## src/design/drc_pkg.sv

```systemverilog
// ----------------------------------------------------------------------------
// drc_pkg
// Shared types, constants and the elaboration-time sine threshold table for
// the depth rainbow colorizer.
// ----------------------------------------------------------------------------
package drc_pkg;

   // field widths
   localparam int DEPTH_W = 16;
   localparam int COORD_W = 10;
   localparam int SPAN_W  = 11;
   localparam int CHAN_W  = 8;

   // frame and sine table sizes
   localparam int MAX_DIM          = 1024;
   localparam int SINE_TABLE_DEPTH = 1024;

   // compare width for the frame bound test, wide enough for column and MAX_DIM
   localparam int DIM_CMP_W = ((COORD_W + 1) > $clog2(MAX_DIM + 1)) ?
                              (COORD_W + 1) : $clog2(MAX_DIM + 1);
   // rectangle end (start + span) never wraps
   localparam int END_W = SPAN_W + 1;

   // normalized depth t in Q1.16, 0..1 inclusive
   localparam int Q_FRAC = 16;
   localparam int T_W    = Q_FRAC + 1;
   // quarter-wave argument, 0..quarter inclusive
   localparam int U_W    = Q_FRAC - 1;
   localparam int IDX_W  = $clog2(SINE_TABLE_DEPTH + 1);
   localparam int PROD_W = U_W + IDX_W;
   localparam int IDX_SHIFT  = Q_FRAC - 2;
   localparam int ROUND_HALF = 1 << (Q_FRAC - 3);

   localparam logic [T_W-1:0] Q_QUARTER  = T_W'(1 << (Q_FRAC - 2));
   localparam logic [T_W-1:0] Q_HALF     = T_W'(1 << (Q_FRAC - 1));
   localparam logic [T_W-1:0] Q_3QUARTER = T_W'(3 << (Q_FRAC - 2));
   localparam logic [T_W-1:0] Q_ONE      = T_W'(1 << Q_FRAC);

   // output levels and the search over them
   localparam int LVL_W       = CHAN_W;
   localparam int LVL_COUNT   = 1 << LVL_W;
   localparam int SRCH_STAGES = LVL_W;
   localparam logic [CHAN_W-1:0] CHAN_FULL = '1;
   localparam logic [CHAN_W-1:0] CHAN_NONE = '0;

   // divider split
   localparam int DIV_STAGES = 4;
   localparam int DIV_STEP   = Q_FRAC / DIV_STAGES;

   // register file
   localparam int CSR_IDX_W  = 3;
   localparam int CSR_DATA_W = DEPTH_W;
   localparam logic [CSR_IDX_W-1:0] CSR_DEPTH_MIN   = CSR_IDX_W'(0);
   localparam logic [CSR_IDX_W-1:0] CSR_DEPTH_MAX   = CSR_IDX_W'(1);
   localparam logic [CSR_IDX_W-1:0] CSR_RECT_LEFT   = CSR_IDX_W'(2);
   localparam logic [CSR_IDX_W-1:0] CSR_RECT_TOP    = CSR_IDX_W'(3);
   localparam logic [CSR_IDX_W-1:0] CSR_RECT_WIDTH  = CSR_IDX_W'(4);
   localparam logic [CSR_IDX_W-1:0] CSR_RECT_HEIGHT = CSR_IDX_W'(5);

   // rainbow segment codes
   localparam int SEG_W = 2;
   localparam logic [SEG_W-1:0] SEG_RISE_GREEN = 2'd0;
   localparam logic [SEG_W-1:0] SEG_FALL_BLUE  = 2'd1;
   localparam logic [SEG_W-1:0] SEG_RISE_RED   = 2'd2;
   localparam logic [SEG_W-1:0] SEG_FALL_GREEN = 2'd3;

   // pi/2 in Q62, and its split over the table depth
   localparam logic [63:0] HALF_PI_Q62  = 64'h6487ED5110B4611A;
   localparam logic [63:0] HALF_PI_STEP = HALF_PI_Q62 / 64'(SINE_TABLE_DEPTH);
   localparam logic [63:0] HALF_PI_REM  = HALF_PI_Q62 % 64'(SINE_TABLE_DEPTH);

   typedef struct packed {
      logic [DEPTH_W-1:0] depth;
      logic [COORD_W-1:0] column;
      logic [COORD_W-1:0] row;
   } req_type;

   typedef struct packed {
      logic [CHAN_W-1:0] blue;
      logic [CHAN_W-1:0] green;
      logic [CHAN_W-1:0] red;
      logic              colorized;
   } rsp_type;

   typedef struct packed {
      logic [DEPTH_W-1:0] depth_min;
      logic [DEPTH_W-1:0] depth_max;
      logic [COORD_W-1:0] rect_left;
      logic [COORD_W-1:0] rect_top;
      logic [SPAN_W-1:0]  rect_width;
      logic [SPAN_W-1:0]  rect_height;
   } cfg_type;

   localparam cfg_type CFG_RESET = '{
      depth_min:   '0,
      depth_max:   '1,
      rect_left:   '0,
      rect_top:    '0,
      rect_width:  '0,
      rect_height: '0
   };

   // per-item flags that ride along the pipeline
   typedef struct packed {
      logic              colorize;
      logic              below;
      logic              above;
      logic [CHAN_W-1:0] gray;
   } side_type;

   // divider stage contents
   typedef struct packed {
      side_type           side;
      logic [DEPTH_W-1:0] aden;
      logic [DEPTH_W-1:0] rem;
      logic [T_W-1:0]     quo;
   } div_type;

   // sine search stage contents
   typedef struct packed {
      side_type          side;
      logic [SEG_W-1:0]  seg;
      logic [IDX_W-1:0]  idx;
      logic [LVL_W-1:0]  lvl;
   } srch_type;

   // first table index at which each output level is reached
   typedef logic [LVL_COUNT-1:0][IDX_W-1:0] thr_tab_type;

   // (a * b) >> 62, low 64 bits
   function automatic logic [63:0] mul_q62(input logic [63:0] a, input logic [63:0] b);
      logic [127:0] p;
      p = {64'd0, a} * {64'd0, b};
      return p[125:62];
   endfunction

   // floor(255 * sin(pi/2 * k / D)) by Taylor series in Q62
   function automatic logic [CHAN_W-1:0] sine_entry(input logic [63:0] k);
      logic [63:0] x;
      logic [63:0] x2;
      logic [63:0] term;
      logic [63:0] sum;
      logic [63:0] v;
      x = HALF_PI_STEP * k + (HALF_PI_REM * k) / 64'(SINE_TABLE_DEPTH);
      x2   = mul_q62(x, x);
      term = x;
      sum  = x;
      // eleven series terms, divisor (2n)(2n+1), alternating sign
      term = mul_q62(term, x2) / 64'd6;
      sum  = sum - term;
      term = mul_q62(term, x2) / 64'd20;
      sum  = sum + term;
      term = mul_q62(term, x2) / 64'd42;
      sum  = sum - term;
      term = mul_q62(term, x2) / 64'd72;
      sum  = sum + term;
      term = mul_q62(term, x2) / 64'd110;
      sum  = sum - term;
      term = mul_q62(term, x2) / 64'd156;
      sum  = sum + term;
      term = mul_q62(term, x2) / 64'd210;
      sum  = sum - term;
      term = mul_q62(term, x2) / 64'd272;
      sum  = sum + term;
      term = mul_q62(term, x2) / 64'd342;
      sum  = sum - term;
      term = mul_q62(term, x2) / 64'd420;
      sum  = sum + term;
      term = mul_q62(term, x2) / 64'd506;
      sum  = sum - term;
      sum = sum + (64'd1 << 20);
      v   = ((sum >> 6) * 64'd255) >> 56;
      return (v > 64'd255) ? CHAN_FULL : v[CHAN_W-1:0];
   endfunction

   // the quarter wave is nondecreasing, so level v is shown from index thr[v] on
   function automatic thr_tab_type build_thr();
      thr_tab_type tab;
      int          lvl;
      int          s;
      int          k;
      tab = '0;
      lvl = 0;
      for (k = 0; k <= SINE_TABLE_DEPTH; k++) begin
         s = int'(sine_entry(64'(k)));
         while (lvl < s) begin
            lvl = lvl + 1;
            tab[lvl] = IDX_W'(k);
         end
      end
      return tab;
   endfunction

   localparam thr_tab_type SINE_THR = build_thr();

endpackage

```

## src/design/drc_prep.sv

```systemverilog
// ----------------------------------------------------------------------------
// drc_prep
// Two front stages: rectangle and range tests, the below-range flag, depth
// offset and span, then the above-range flag and the integer quotient bit.
// ----------------------------------------------------------------------------
module drc_prep (
   input  logic             clock,
   input  logic             reset,
   input  logic             enable,
   input  logic             in_valid,
   input  drc_pkg::req_type in_data,
   input  drc_pkg::cfg_type cfg,
   output logic             out_valid,
   output drc_pkg::div_type out_data
);
   import drc_pkg::*;

   logic               a_vld_ff;
   side_type           a_side_ff;
   side_type           a_side_in;
   logic [DEPTH_W-1:0] a_anum_ff;
   logic [DEPTH_W-1:0] a_anum_in;
   logic [DEPTH_W-1:0] a_aden_ff;
   logic [DEPTH_W-1:0] a_aden_in;
   logic               b_vld_ff;
   div_type            b_data_ff;
   div_type            b_data_in;

   logic [END_W-1:0] col_end;
   logic [END_W-1:0] row_end;
   logic             in_frame;
   logic             in_rect;
   logic             num_neg;
   logic             den_neg;
   logic             ge;

   // stage A: position and range tests
   always_comb begin
      col_end  = END_W'(cfg.rect_left) + END_W'(cfg.rect_width);
      row_end  = END_W'(cfg.rect_top) + END_W'(cfg.rect_height);
      in_frame = (DIM_CMP_W'(in_data.column) < DIM_CMP_W'(MAX_DIM)) &&
                 (DIM_CMP_W'(in_data.row) < DIM_CMP_W'(MAX_DIM));
      in_rect  = (in_data.column >= cfg.rect_left) &&
                 (END_W'(in_data.column) < col_end) &&
                 (in_data.row >= cfg.rect_top) &&
                 (END_W'(in_data.row) < row_end);
      num_neg  = in_data.depth < cfg.depth_min;
      den_neg  = cfg.depth_max < cfg.depth_min;
      a_anum_in = num_neg ? (cfg.depth_min - in_data.depth) :
                            (in_data.depth - cfg.depth_min);
      a_aden_in = den_neg ? (cfg.depth_min - cfg.depth_max) :
                            (cfg.depth_max - cfg.depth_min);
      a_side_in.colorize = in_frame && in_rect && (cfg.depth_min != cfg.depth_max);
      a_side_in.below    = (in_data.depth != cfg.depth_min) && (num_neg != den_neg);
      a_side_in.above    = 1'b0;
      a_side_in.gray     = (|in_data.depth[DEPTH_W-1:CHAN_W]) ? CHAN_FULL :
                                                               in_data.depth[CHAN_W-1:0];
   end

   // stage B: above-range flag and the integer bit of the quotient
   always_comb begin
      ge                   = a_anum_ff >= a_aden_ff;
      b_data_in.side       = a_side_ff;
      b_data_in.side.above = a_anum_ff > a_aden_ff;
      b_data_in.aden       = a_aden_ff;
      b_data_in.rem        = ge ? (a_anum_ff - a_aden_ff) : a_anum_ff;
      b_data_in.quo        = '0;
      b_data_in.quo[Q_FRAC] = ge;
   end

   // valid bits
   always_ff @(posedge clock) begin
      if (reset) begin
         a_vld_ff <= 1'b0;
         b_vld_ff <= 1'b0;
      end else if (enable) begin
         a_vld_ff <= in_valid;
         b_vld_ff <= a_vld_ff;
      end
   end

   // payload
   always_ff @(posedge clock) begin
      if (enable) begin
         a_side_ff <= a_side_in;
         a_anum_ff <= a_anum_in;
         a_aden_ff <= a_aden_in;
         b_data_ff <= b_data_in;
      end
   end

   assign out_valid = b_vld_ff;
   assign out_data  = b_data_ff;

endmodule

```

## src/design/drc_div.sv

```systemverilog
// ----------------------------------------------------------------------------
// drc_div
// Pipelined restoring divider for the 16 fraction bits of t, a fixed number
// of quotient bits per stage.
// ----------------------------------------------------------------------------
module drc_div (
   input  logic             clock,
   input  logic             reset,
   input  logic             enable,
   input  logic             in_valid,
   input  drc_pkg::div_type in_data,
   output logic             out_valid,
   output drc_pkg::div_type out_data
);
   import drc_pkg::*;

   div_type               src      [DIV_STAGES];
   div_type               stage_ff [DIV_STAGES];
   div_type               stage_in [DIV_STAGES];
   logic [DIV_STAGES-1:0] vld_ff;

   // stage inputs
   always_comb begin
      src[0] = in_data;
      for (int s = 1; s < DIV_STAGES; s++) begin
         src[s] = stage_ff[s-1];
      end
   end

   // DIV_STEP shift-compare-subtract steps per stage
   always_comb begin
      logic [DEPTH_W:0] wide;
      for (int s = 0; s < DIV_STAGES; s++) begin
         stage_in[s] = src[s];
         for (int j = 0; j < DIV_STEP; j++) begin
            wide = {stage_in[s].rem, 1'b0};
            if (wide >= {1'b0, stage_in[s].aden}) begin
               stage_in[s].quo[Q_FRAC-1-s*DIV_STEP-j] = 1'b1;
               wide = wide - {1'b0, stage_in[s].aden};
            end
            stage_in[s].rem = wide[DEPTH_W-1:0];
         end
      end
   end

   // valid bits
   always_ff @(posedge clock) begin
      if (reset) begin
         vld_ff <= '0;
      end else if (enable) begin
         vld_ff <= {vld_ff[DIV_STAGES-2:0], in_valid};
      end
   end

   // payload
   always_ff @(posedge clock) begin
      if (enable) begin
         for (int s = 0; s < DIV_STAGES; s++) begin
            stage_ff[s] <= stage_in[s];
         end
      end
   end

   assign out_valid = vld_ff[DIV_STAGES-1];
   assign out_data  = stage_ff[DIV_STAGES-1];

endmodule

```

## src/design/drc_sine.sv

```systemverilog
// ----------------------------------------------------------------------------
// drc_sine
// Segment select, quarter-wave index, a one-bit-per-stage search of the
// sine level thresholds, and the final color mux.
// ----------------------------------------------------------------------------
module drc_sine (
   input  logic             clock,
   input  logic             reset,
   input  logic             enable,
   input  logic             in_valid,
   input  drc_pkg::div_type in_data,
   output logic             out_valid,
   output drc_pkg::rsp_type out_data
);
   import drc_pkg::*;

   localparam int VLD_N = SRCH_STAGES + 2;

   logic [VLD_N-1:0] vld_ff;

   side_type         c_side_ff;
   logic [SEG_W-1:0] c_seg_ff;
   logic [SEG_W-1:0] c_seg_in;
   logic [U_W-1:0]   c_u_ff;
   logic [U_W-1:0]   c_u_in;

   srch_type          d_ff;
   srch_type          d_in;
   logic [PROD_W-1:0] prod;
   logic [PROD_W-1:0] shifted;

   srch_type          src     [SRCH_STAGES];
   srch_type          srch_ff [SRCH_STAGES];
   srch_type          srch_in [SRCH_STAGES];
   srch_type          last;

   // stage C: pick the rainbow segment and fold t onto the quarter wave
   always_comb begin
      priority if (in_data.quo <= Q_QUARTER) begin
         c_seg_in = SEG_RISE_GREEN;
         c_u_in   = in_data.quo[U_W-1:0];
      end else if (in_data.quo <= Q_HALF) begin
         c_seg_in = SEG_FALL_BLUE;
         c_u_in   = U_W'(Q_HALF - in_data.quo);
      end else if (in_data.quo <= Q_3QUARTER) begin
         c_seg_in = SEG_RISE_RED;
         c_u_in   = U_W'(in_data.quo - Q_HALF);
      end else begin
         c_seg_in = SEG_FALL_GREEN;
         c_u_in   = U_W'(Q_ONE - in_data.quo);
      end
   end

   // stage D: table index, rounded to nearest and clamped
   always_comb begin
      prod       = PROD_W'(c_u_ff) * PROD_W'(SINE_TABLE_DEPTH) + PROD_W'(ROUND_HALF);
      shifted    = prod >> IDX_SHIFT;
      d_in.side  = c_side_ff;
      d_in.seg   = c_seg_ff;
      d_in.idx   = (shifted > PROD_W'(SINE_TABLE_DEPTH)) ? IDX_W'(SINE_TABLE_DEPTH) :
                                                           shifted[IDX_W-1:0];
      d_in.lvl   = '0;
   end

   // search stages: level = largest v with thr[v] <= idx, MSB first
   always_comb begin
      src[0] = d_ff;
      for (int s = 1; s < SRCH_STAGES; s++) begin
         src[s] = srch_ff[s-1];
      end
   end

   always_comb begin
      logic [LVL_W-1:0] cand;
      for (int s = 0; s < SRCH_STAGES; s++) begin
         srch_in[s] = src[s];
         cand = src[s].lvl;
         cand[LVL_W-1-s] = 1'b1;
         if (SINE_THR[cand] <= src[s].idx) begin
            srch_in[s].lvl = cand;
         end
      end
   end

   // valid bits
   always_ff @(posedge clock) begin
      if (reset) begin
         vld_ff <= '0;
      end else if (enable) begin
         vld_ff <= {vld_ff[VLD_N-2:0], in_valid};
      end
   end

   // payload
   always_ff @(posedge clock) begin
      if (enable) begin
         c_side_ff <= in_data.side;
         c_seg_ff  <= c_seg_in;
         c_u_ff    <= c_u_in;
         d_ff      <= d_in;
         for (int s = 0; s < SRCH_STAGES; s++) begin
            srch_ff[s] <= srch_in[s];
         end
      end
   end

   // final color mux
   assign last = srch_ff[SRCH_STAGES-1];

   always_comb begin
      out_data.colorized = last.side.colorize;
      priority if (!last.side.colorize) begin
         out_data.blue  = last.side.gray;
         out_data.green = last.side.gray;
         out_data.red   = last.side.gray;
      end else if (last.side.below) begin
         out_data.blue  = CHAN_FULL;
         out_data.green = CHAN_NONE;
         out_data.red   = CHAN_NONE;
      end else if (last.side.above) begin
         out_data.blue  = CHAN_NONE;
         out_data.green = CHAN_NONE;
         out_data.red   = CHAN_FULL;
      end else begin
         unique case (last.seg)
            SEG_RISE_GREEN: begin
               out_data.blue  = CHAN_FULL;
               out_data.green = last.lvl;
               out_data.red   = CHAN_NONE;
            end
            SEG_FALL_BLUE: begin
               out_data.blue  = last.lvl;
               out_data.green = CHAN_FULL;
               out_data.red   = CHAN_NONE;
            end
            SEG_RISE_RED: begin
               out_data.blue  = CHAN_NONE;
               out_data.green = CHAN_FULL;
               out_data.red   = last.lvl;
            end
            SEG_FALL_GREEN: begin
               out_data.blue  = CHAN_NONE;
               out_data.green = last.lvl;
               out_data.red   = CHAN_FULL;
            end
            default: begin
               out_data.blue  = CHAN_NONE;
               out_data.green = CHAN_NONE;
               out_data.red   = CHAN_NONE;
            end
         endcase
      end
   end

   assign out_valid = vld_ff[VLD_N-1];

endmodule

```

## src/design/depth_rainbow_colorizer_core.sv

```systemverilog
// ----------------------------------------------------------------------------
// depth_rainbow_colorizer_core
// Colorizes a depth pixel stream on a sine rainbow inside a configured
// rectangle, gray elsewhere.
//
//   channel  direction  handshake             payload
//   req_     in         req_valid / req_stall  depth, column, row
//   rsp_     out        rsp_valid / rsp_stall  blue, green, red, colorized
//   csr_     in         csr_wr_en              csr_index, csr_data
//
// One item per clock sustained while rsp_stall is low. Seventeen register
// stages from input to rsp_data: two front stages, four divider stages, two
// index stages, eight sine search stages and the output register.
// Synchronous reset clears all valid bits and loads the register defaults.
// All stages but the output register hold together while the skid is full;
// req_stall is that skid flag, so the input side is one register from rsp_stall.
// ----------------------------------------------------------------------------
module depth_rainbow_colorizer_core (
   input  logic                               clock,
   input  logic                               reset,
   input  logic                               req_valid,
   output logic                               req_stall,
   input  drc_pkg::req_type                   req_data,
   output logic                               rsp_valid,
   input  logic                               rsp_stall,
   output drc_pkg::rsp_type                   rsp_data,
   input  logic                               csr_wr_en,
   input  logic [drc_pkg::CSR_IDX_W-1:0]      csr_index,
   input  logic [drc_pkg::CSR_DATA_W-1:0]     csr_data
);
   import drc_pkg::*;

   cfg_type cfg_ff;
   cfg_type cfg_in;

   logic    enable;
   logic    prep_vld;
   div_type prep_data;
   logic    div_vld;
   div_type div_data;
   logic    sine_vld;
   rsp_type sine_data;
   logic    pipe_vld;

   logic    out_vld_ff;
   logic    out_vld_in;
   rsp_type out_data_ff;
   rsp_type out_data_in;
   logic    skid_vld_ff;
   logic    skid_vld_in;
   rsp_type skid_data_ff;
   rsp_type skid_data_in;

   // configuration registers
   always_comb begin
      cfg_in = cfg_ff;
      unique case (csr_index)
         CSR_DEPTH_MIN:   cfg_in.depth_min   = csr_data[DEPTH_W-1:0];
         CSR_DEPTH_MAX:   cfg_in.depth_max   = csr_data[DEPTH_W-1:0];
         CSR_RECT_LEFT:   cfg_in.rect_left   = csr_data[COORD_W-1:0];
         CSR_RECT_TOP:    cfg_in.rect_top    = csr_data[COORD_W-1:0];
         CSR_RECT_WIDTH:  cfg_in.rect_width  = csr_data[SPAN_W-1:0];
         CSR_RECT_HEIGHT: cfg_in.rect_height = csr_data[SPAN_W-1:0];
         default: ;
      endcase
   end

   always_ff @(posedge clock) begin
      if (reset) begin
         cfg_ff <= CFG_RESET;
      end else if (csr_wr_en) begin
         cfg_ff <= cfg_in;
      end
   end

   // the whole pipeline moves unless the skid register holds an item
   assign enable    = !skid_vld_ff;
   assign req_stall = skid_vld_ff;

   drc_prep u_prep (
      .clock     (clock),
      .reset     (reset),
      .enable    (enable),
      .in_valid  (req_valid),
      .in_data   (req_data),
      .cfg       (cfg_ff),
      .out_valid (prep_vld),
      .out_data  (prep_data)
   );

   drc_div u_div (
      .clock     (clock),
      .reset     (reset),
      .enable    (enable),
      .in_valid  (prep_vld),
      .in_data   (prep_data),
      .out_valid (div_vld),
      .out_data  (div_data)
   );

   drc_sine u_sine (
      .clock     (clock),
      .reset     (reset),
      .enable    (enable),
      .in_valid  (div_vld),
      .in_data   (div_data),
      .out_valid (sine_vld),
      .out_data  (sine_data)
   );

   // last stage item leaves the pipeline only on an enabled cycle
   assign pipe_vld = enable && sine_vld;

   // output register with skid
   always_comb begin
      out_vld_in   = out_vld_ff;
      out_data_in  = out_data_ff;
      skid_vld_in  = skid_vld_ff;
      skid_data_in = skid_data_ff;
      if (!out_vld_ff || !rsp_stall) begin
         if (skid_vld_ff) begin
            out_vld_in  = 1'b1;
            out_data_in = skid_data_ff;
            skid_vld_in = 1'b0;
         end else begin
            out_vld_in  = pipe_vld;
            out_data_in = sine_data;
         end
      end else if (pipe_vld) begin
         skid_vld_in  = 1'b1;
         skid_data_in = sine_data;
      end
   end

   always_ff @(posedge clock) begin
      if (reset) begin
         out_vld_ff  <= 1'b0;
         skid_vld_ff <= 1'b0;
      end else begin
         out_vld_ff  <= out_vld_in;
         skid_vld_ff <= skid_vld_in;
      end
   end

   always_ff @(posedge clock) begin
      out_data_ff  <= out_data_in;
      skid_data_ff <= skid_data_in;
   end

   assign rsp_valid = out_vld_ff;
   assign rsp_data  = out_data_ff;

endmodule

```

## config.mk

```make
export PLATFORM = sky130hd
export DESIGN_NAME = depth_rainbow_colorizer_core
export DESIGN_NICKNAME = d
export VERILOG_FILES = /design/src/design/drc_pkg.sv /design/src/design/drc_prep.sv /design/src/design/drc_div.sv /design/src/design/drc_sine.sv /design/src/design/depth_rainbow_colorizer_core.sv
export SDC_FILE = /design/constraint.sdc
export NUM_CORES = 2
export LEC_CHECK = 0
export ABC_AREA = 1
export BUFFER_PORTS_ARGS = -buffer_cell sky130_fd_sc_hd__clkbuf_2
export CORE_MARGIN = 3
export CORE_UTILIZATION = 50
export CTS_BUF_LIST = sky130_fd_sc_hd__clkbuf_16
export CTS_CLUSTER_SIZE = 30
export DETAILED_ROUTE_END_ITERATION = 12
export PLACE_DENSITY_LB_ADDON = 0.3
export SETUP_SLACK_MARGIN = 0.3
export SYNTH_ARGS = -nofsm -noshare
export SYNTH_HDL_FRONTEND = slang
export SYNTH_SLANG_ARGS = --single-unit
export TNS_END_PERCENT = 30
```

## constraint.sdc

```tcl
create_clock -name clock -period 16.4 [get_ports clock]
set_input_delay 2.46 -clock clock [delete_from_list [all_inputs] [get_ports clock]]
set_output_delay 2.46 -clock clock [all_outputs]
set_load 0.01 [all_outputs]
```

* Word-level counts from Yosys, hierarchy flattened *
Memories as Yosys holds them, arrays and structs flattened.
Cells that the tools add are included.

storage, ports and cells
  register bits after elaboration = 280
  bits in latches = 0
  input bits = 60
  memories = 9
  ROM bits = 9856
  memory bits (writable) = 496

memories
  name             depth  width  rd ports  clocked after memory_dff  wr ports  line            RTL
  (no name shown)  128    11     1         0                         0         drc_sine.sv:79  if (SINE_THR[cand] <= src[s].idx) begin
  (no name shown)  128    11     1         0                         0         drc_sine.sv:79
  (no name shown)  128    11     1         0                         0         drc_sine.sv:79
  (no name shown)  128    11     1         0                         0         drc_sine.sv:79
  (no name shown)  128    11     1         0                         0         drc_sine.sv:79
  (no name shown)  128    11     1         0                         0         drc_sine.sv:79
  +3 memories      n/a    n/a    n/a       n/a                       n/a       n/a

operators by class
  eq/ne operators = 11
  add/sub/neg operators = 27
  $mul = 0
  shifts and indexed selects = 0
  mux-type cells = 62
  reductions and logical operators = 22
  div/mod/pow operators = 0
  bitwise logic cells = 1
  order comparisons = 43

operators with widths
  kind                      number
  $sub A16 B16 Y16          21
  $mux W16                  19
  $ge A17 B16 Y1            16
  $pmux W24 S4              1
  $le A11 B11 Y1            7
  $mux W11                  7
  $mux W24                  3
  $lt A8 B9 Y1 const B      7
  $mux W15                  3
  $le A17 B16 Y1 const B    2
  $lt A16 B16 Y1            2
  $ne A16 B16 Y1            2
  $sub A1 B15 Y15 const A   2
  $add A25 B14 Y26 const B  1
  $mux W25                  1
  $add A10 B11 Y12          2
  $lt A10 B12 Y1            2
  $mux W1                   21
  $ge A10 B10 Y1            2
  $le A17 B15 Y1 const B    1
  $ge A16 B16 Y1            1
  $gt A16 B16 Y1            1
  $sub A15 B1 Y15 const B   1
  $reduce_and A2 Y1         7
  23 further kinds          34

* Logic depth before layout (Yosys ltp) *
An unclocked memory read counts as a cell.

  depth in word-level cells = 9
  depth in mapped cells = 57
  mapped depth without buffers = 53

* Cells and area by module *
Synthesis repeated with hierarchy kept, for this count alone.

second synthesis, totals
  cell total of the unflattened synthesis = 6440
  area, all modules = 52132.5 µm²

modules (own cells, without submodules)
  module                        instances  seq. area each (µm²)  area an instance (µm²)  cells each
  drc_div                       1          7287.0                23139.7                 3086
  drc_sine                      1          8187.9                14590.2                 1496
  drc_prep                      1          2622.5                9603.0                  1304
  depth_rainbow_colorizer_core  1          3022.9                4799.6                  554

* Least setup slack after synthesis *
OpenSTA, ideal clock, no wires.

  path type = flip-flop to flip-flop
  from = register skid_vld_ff (netlist: req_stall)
  to = memory u_div.stage_ff[0][12] (netlist name) (enable)
  setup time = 1112 ps
  arrival time = 15246 ps
  cell stages (with the launch flop) = 4
  required time = 15288 ps
  buffers on the path = 2
  setup slack = 42 ps
  period minus slack after synthesis = 16358 ps
  path through = dfxtp_1 > clkbuf_1 > inv_1 > clkbuf_1

RTL lines
  element                 line                                 RTL
  start, declared         depth_rainbow_colorizer_core.sv:49   logic skid_vld_ff;
  start signal, assigned  depth_rainbow_colorizer_core.sv:141  skid_vld_ff <= skid_vld_in;
  end, declared           drc_div.sv:18                        div_type stage_ff [DIV_STAGES];

==> metrics.txt <==
outcome complete, no violations; Critical Path Sink Type register; Worst Hold Depth 0; Setup Buffers After CTS 0; asr flop ratio synth 0; max cap viols 0; Critical Path AT 9.66 ns; hpwl dp 88700 um; die area 98500 sq um; fillers between 8000 and 9000; largest net degree at the start of global routing 190; r2r worst-path depth 44; final setup vio count 0; syn nets 6205; Die Y roughly 310 um; slowest cell on the critical path a21boi_2; Period minus WS final 9.20 ns; Post-Syn Instances about 5700; Max stage delay on crit path 0.76 ns; Final nets approximately 6300; Top Ports 87; remaining antenna violation count 0; # DRC 0; Core Box Area around 94000 sq um; Synth Register Bits ~680; Rel. slew slack 0.181; main flop type after synthesis edfxtp_1; synth-to-layout area growth 8.29%; IO Port Bufs 86; type of the worst setup path register to register; Fin. Hold Viols 0; layout cell share with drive strength beyond 1 0.0615; CTS Hold Bufs 0; diodes inserted 0; clk_skew 0.0185 ns; setup tns final 0 ns; synthesized cell area 47400 sq um; Yosys cell types 73; Initial Util 0.506; Seq/Total Area, Yosys 0.410; WP data required 16.86 ns; Placer Congestion about 0.93; Period Utilization, post-route 0.561; vias in the first global route ~36000; router iterations before antenna repair 7; RSZ-0062 raised after global routing no; fin. max-slew vios 0; CTS clk-pin slew, worst paths 0.06 ns; All-Layer GR Usage 0.231; cell mode on critical path nand2_1; Fmax achieved approximately 0.11 GHz; number of CTS-inserted buffers 73; vias just under 40000; Tightest Pin Transition 1.23 ns; Setup crit start kind register; clock tree from TritonCTS yes; Die X 314 um; CTS Buffer Depth 3; initial antenna violation count 1; Routed WL 115000 um; EDFF count, synth 586; Via-to-Cell Ratio 5.49; min-delay worst type register to register; row count about 110; Syn Area/Cell ~8.4 sq um; clk_lat worst skew ~0.62 ns; H-tree Lvls 3; Root Buffer clkbuf_16; first-pass GRT wire length around 190000 um; Yosys Warn Count 0; initial DRC count 3602; CTS sink cnt 678; post_cts resized 0; routed len/inst approximately 16 um; crit-path max FO 25; total congestion overflow 0
[routing by layer]
layer / GRT usage / share of wire / up-vias / wire (um)
met3: 0.0285 / 0.055 / 186 / 6340
met1: 0.323 / 0.46 / 17900 / 53200
met2: 0.379 / 0.46 / 1069 / 53000
met5: 0 / 0 / - / 0
li1: - / - / 19400 / -
met4: 0.0596 / 0.025 / 0 / 2930
[Yosys cell counts (7+ instances only)]
| cell | n | area [sq um] |
|---|---|---|
| nor2_2 | 12 | 75.1 |
| nor4_1 | 18 | 113 |
| ha_1 | 484 | 6060 |
| xor2_1 | 148 | 1300 |
| inv_2 | 19 | 71.3 |
| inv_1 | 659 | 2470 |
| a21oi_1 | 428 | 2140 |
| buf_2 | 17 | 85.1 |
| o21a_1 | 7 | 52.6 |
| o21ai_2 | 10 | 87.6 |
| o21ai_0 | 431 | 2160 |
| o311ai_0 | 9 | 78.8 |
| a31oi_1 | 26 | 163 |
| nand2_1 | 1317 | 4940 |
| nor2_1 | 454 | 1700 |
| nand3b_1 | 13 | 97.6 |
| nand2_2 | 29 | 181 |
| dfxtp_1 | 92 | 1840 |
| clkinv_1 | 9 | 33.8 |
| o21ai_1 | 50 | 250 |
| or2_2 | 16 | 100 |
| nor3_1 | 39 | 195 |
| a211oi_1 | 19 | 143 |
| nand4_1 | 37 | 231 |
| or3_1 | 7 | 43.8 |
| a21boi_0 | 16 | 120 |
| xnor2_1 | 137 | 1200 |
| nand3_1 | 208 | 1040 |
| o21bai_1 | 16 | 120 |
| o22ai_1 | 17 | 106 |
| clkbuf_1 | 72 | 270 |
| buf_4 | 10 | 75.1 |
| o2111ai_1 | 8 | 70.1 |
| o211ai_1 | 37 | 278 |
| o221ai_1 | 8 | 70.1 |
| nand3_2 | 14 | 140 |
| nand2_4 | 10 | 113 |
| a21o_1 | 32 | 240 |
| edfxtp_1 | 586 | 17600 |
| buf_6 | 14 | 158 |
| fa_1 | 11 | 220 |
| o31ai_1 | 8 | 60.1 |
| a22oi_1 | 14 | 105 |
[logic make-up (layout without fill, tap and decap cells)]
logic type                 after synthesis  after routing  share of synthesized area
buffers and inverters                  809            919                     0.0682
and+or+nand+nor                       2201           2201                      0.196
adders and majority gates              495            495                      0.132
AOI/OAI and AO/OA                     1176           1176                      0.140
muxes                                    6              6                    0.00127
DFF                                    678            678                      0.410
xor gates and xnor gates               285            285                     0.0527
[flip-flops by register name (all words and copies together) (netlist names), 12 cells and up]
name              flops
cfg_ff               74
rsp_data             25
skid_data_ff         25
u_div.stage_ff      184
u_prep.a_aden_ff     16
u_prep.a_anum_ff     16
u_prep.out_data      44
u_sine.c_u_ff        12
u_sine.d_ff          24
u_sine.srch_ff      217
[per-stage QoR]
step | cells | utilization | cell area, sq um | worst slack [ns] | hold WS (ns)
2_1_floorplan | 5650 | - | 47400 | 8.30 | 0.400
3_3_place_gp | 6884 | 0.522 | 48900 | 7.33 | 0.400
3_5_place_dp | 6884 | 0.522 | 48900 | 7.39 | 0.405
4_1_cts | 7014 | 0.548 | 51300 | 7.35 | 0.409
5_1_grt | 7014 | 0.548 | 51300 | 6.27 | 0.412
6_report | 7014 | 0.548 | 51300 | 7.20 | 0.410
[path summary, 6_finish.rpt]
| kind | startpoint | to | slack, ns |
|---|---|---|---|
| hold reg to reg | u_sine.d_ff[25] | u_sine.srch_ff[0][25] | 0.41 |
| setup / recovery | u_div.stage_ff[0][45] | u_div.stage_ff[1][30] | 7.20 |
| setup reg to reg | u_div.stage_ff[0][45] | u_div.stage_ff[1][30] | 7.20 |
| hold / removal | u_sine.d_ff[25] | u_sine.srch_ff[0][25] | 0.41 |
[worst max-delay path, delay by kind of cell, from the launching register on]
kind	cells	cell delay, ns
flops	1	0.55
fa+ha+maj	4	1.55
buf+inv	5	0.72
compound gates	11	3.11
simple gates	24	3.05
[cells in the final DEF (no fill, tap or decap), types with 9 or more instances in the layout]
cell type and instances:
a211oi_1 19, a21boi_0 16, a21o_1 32, a21oi_1 428
a22oi_1 14, a31oi_1 26, buf_4 10, clkbuf_16 78
clkbuf_2 86, clkinv_1 17, clkinv_2 14, dfxtp_1 92
edfxtp_1 586, fa_1 11, ha_1 484, inv_1 666
inv_2 20, nand2_1 1317, nand2_2 29, nand2_4 10
nand3_1 208, nand3_2 14, nand3b_1 13, nand4_1 37
nor2_1 453, nor2_2 13, nor3_1 38, nor4_1 18
o211ai_1 37, o21ai_0 431, o21ai_1 50, o21ai_2 10
o21bai_1 16, o22ai_1 17, o311ai_0 9, or2_2 16
xnor2_1 137, xor2_1 148
[final cells by class]
cell class	count	area, sq um	area share
Multi-Input combinational cell	4163	24700	0.482
Sequential cell	678	19400	0.379
Inverter	692	2620	0.0510
Clock buffer	78	1950	0.0380
Tap cell	1254	1570	0.0306
Timing Repair Buffer	97	526	0.0102
Clock inverter	52	488	0.00951
Power is not shown: default switching activity piles up to over one toggle a cycle in this logic, so the estimate is an artifact.
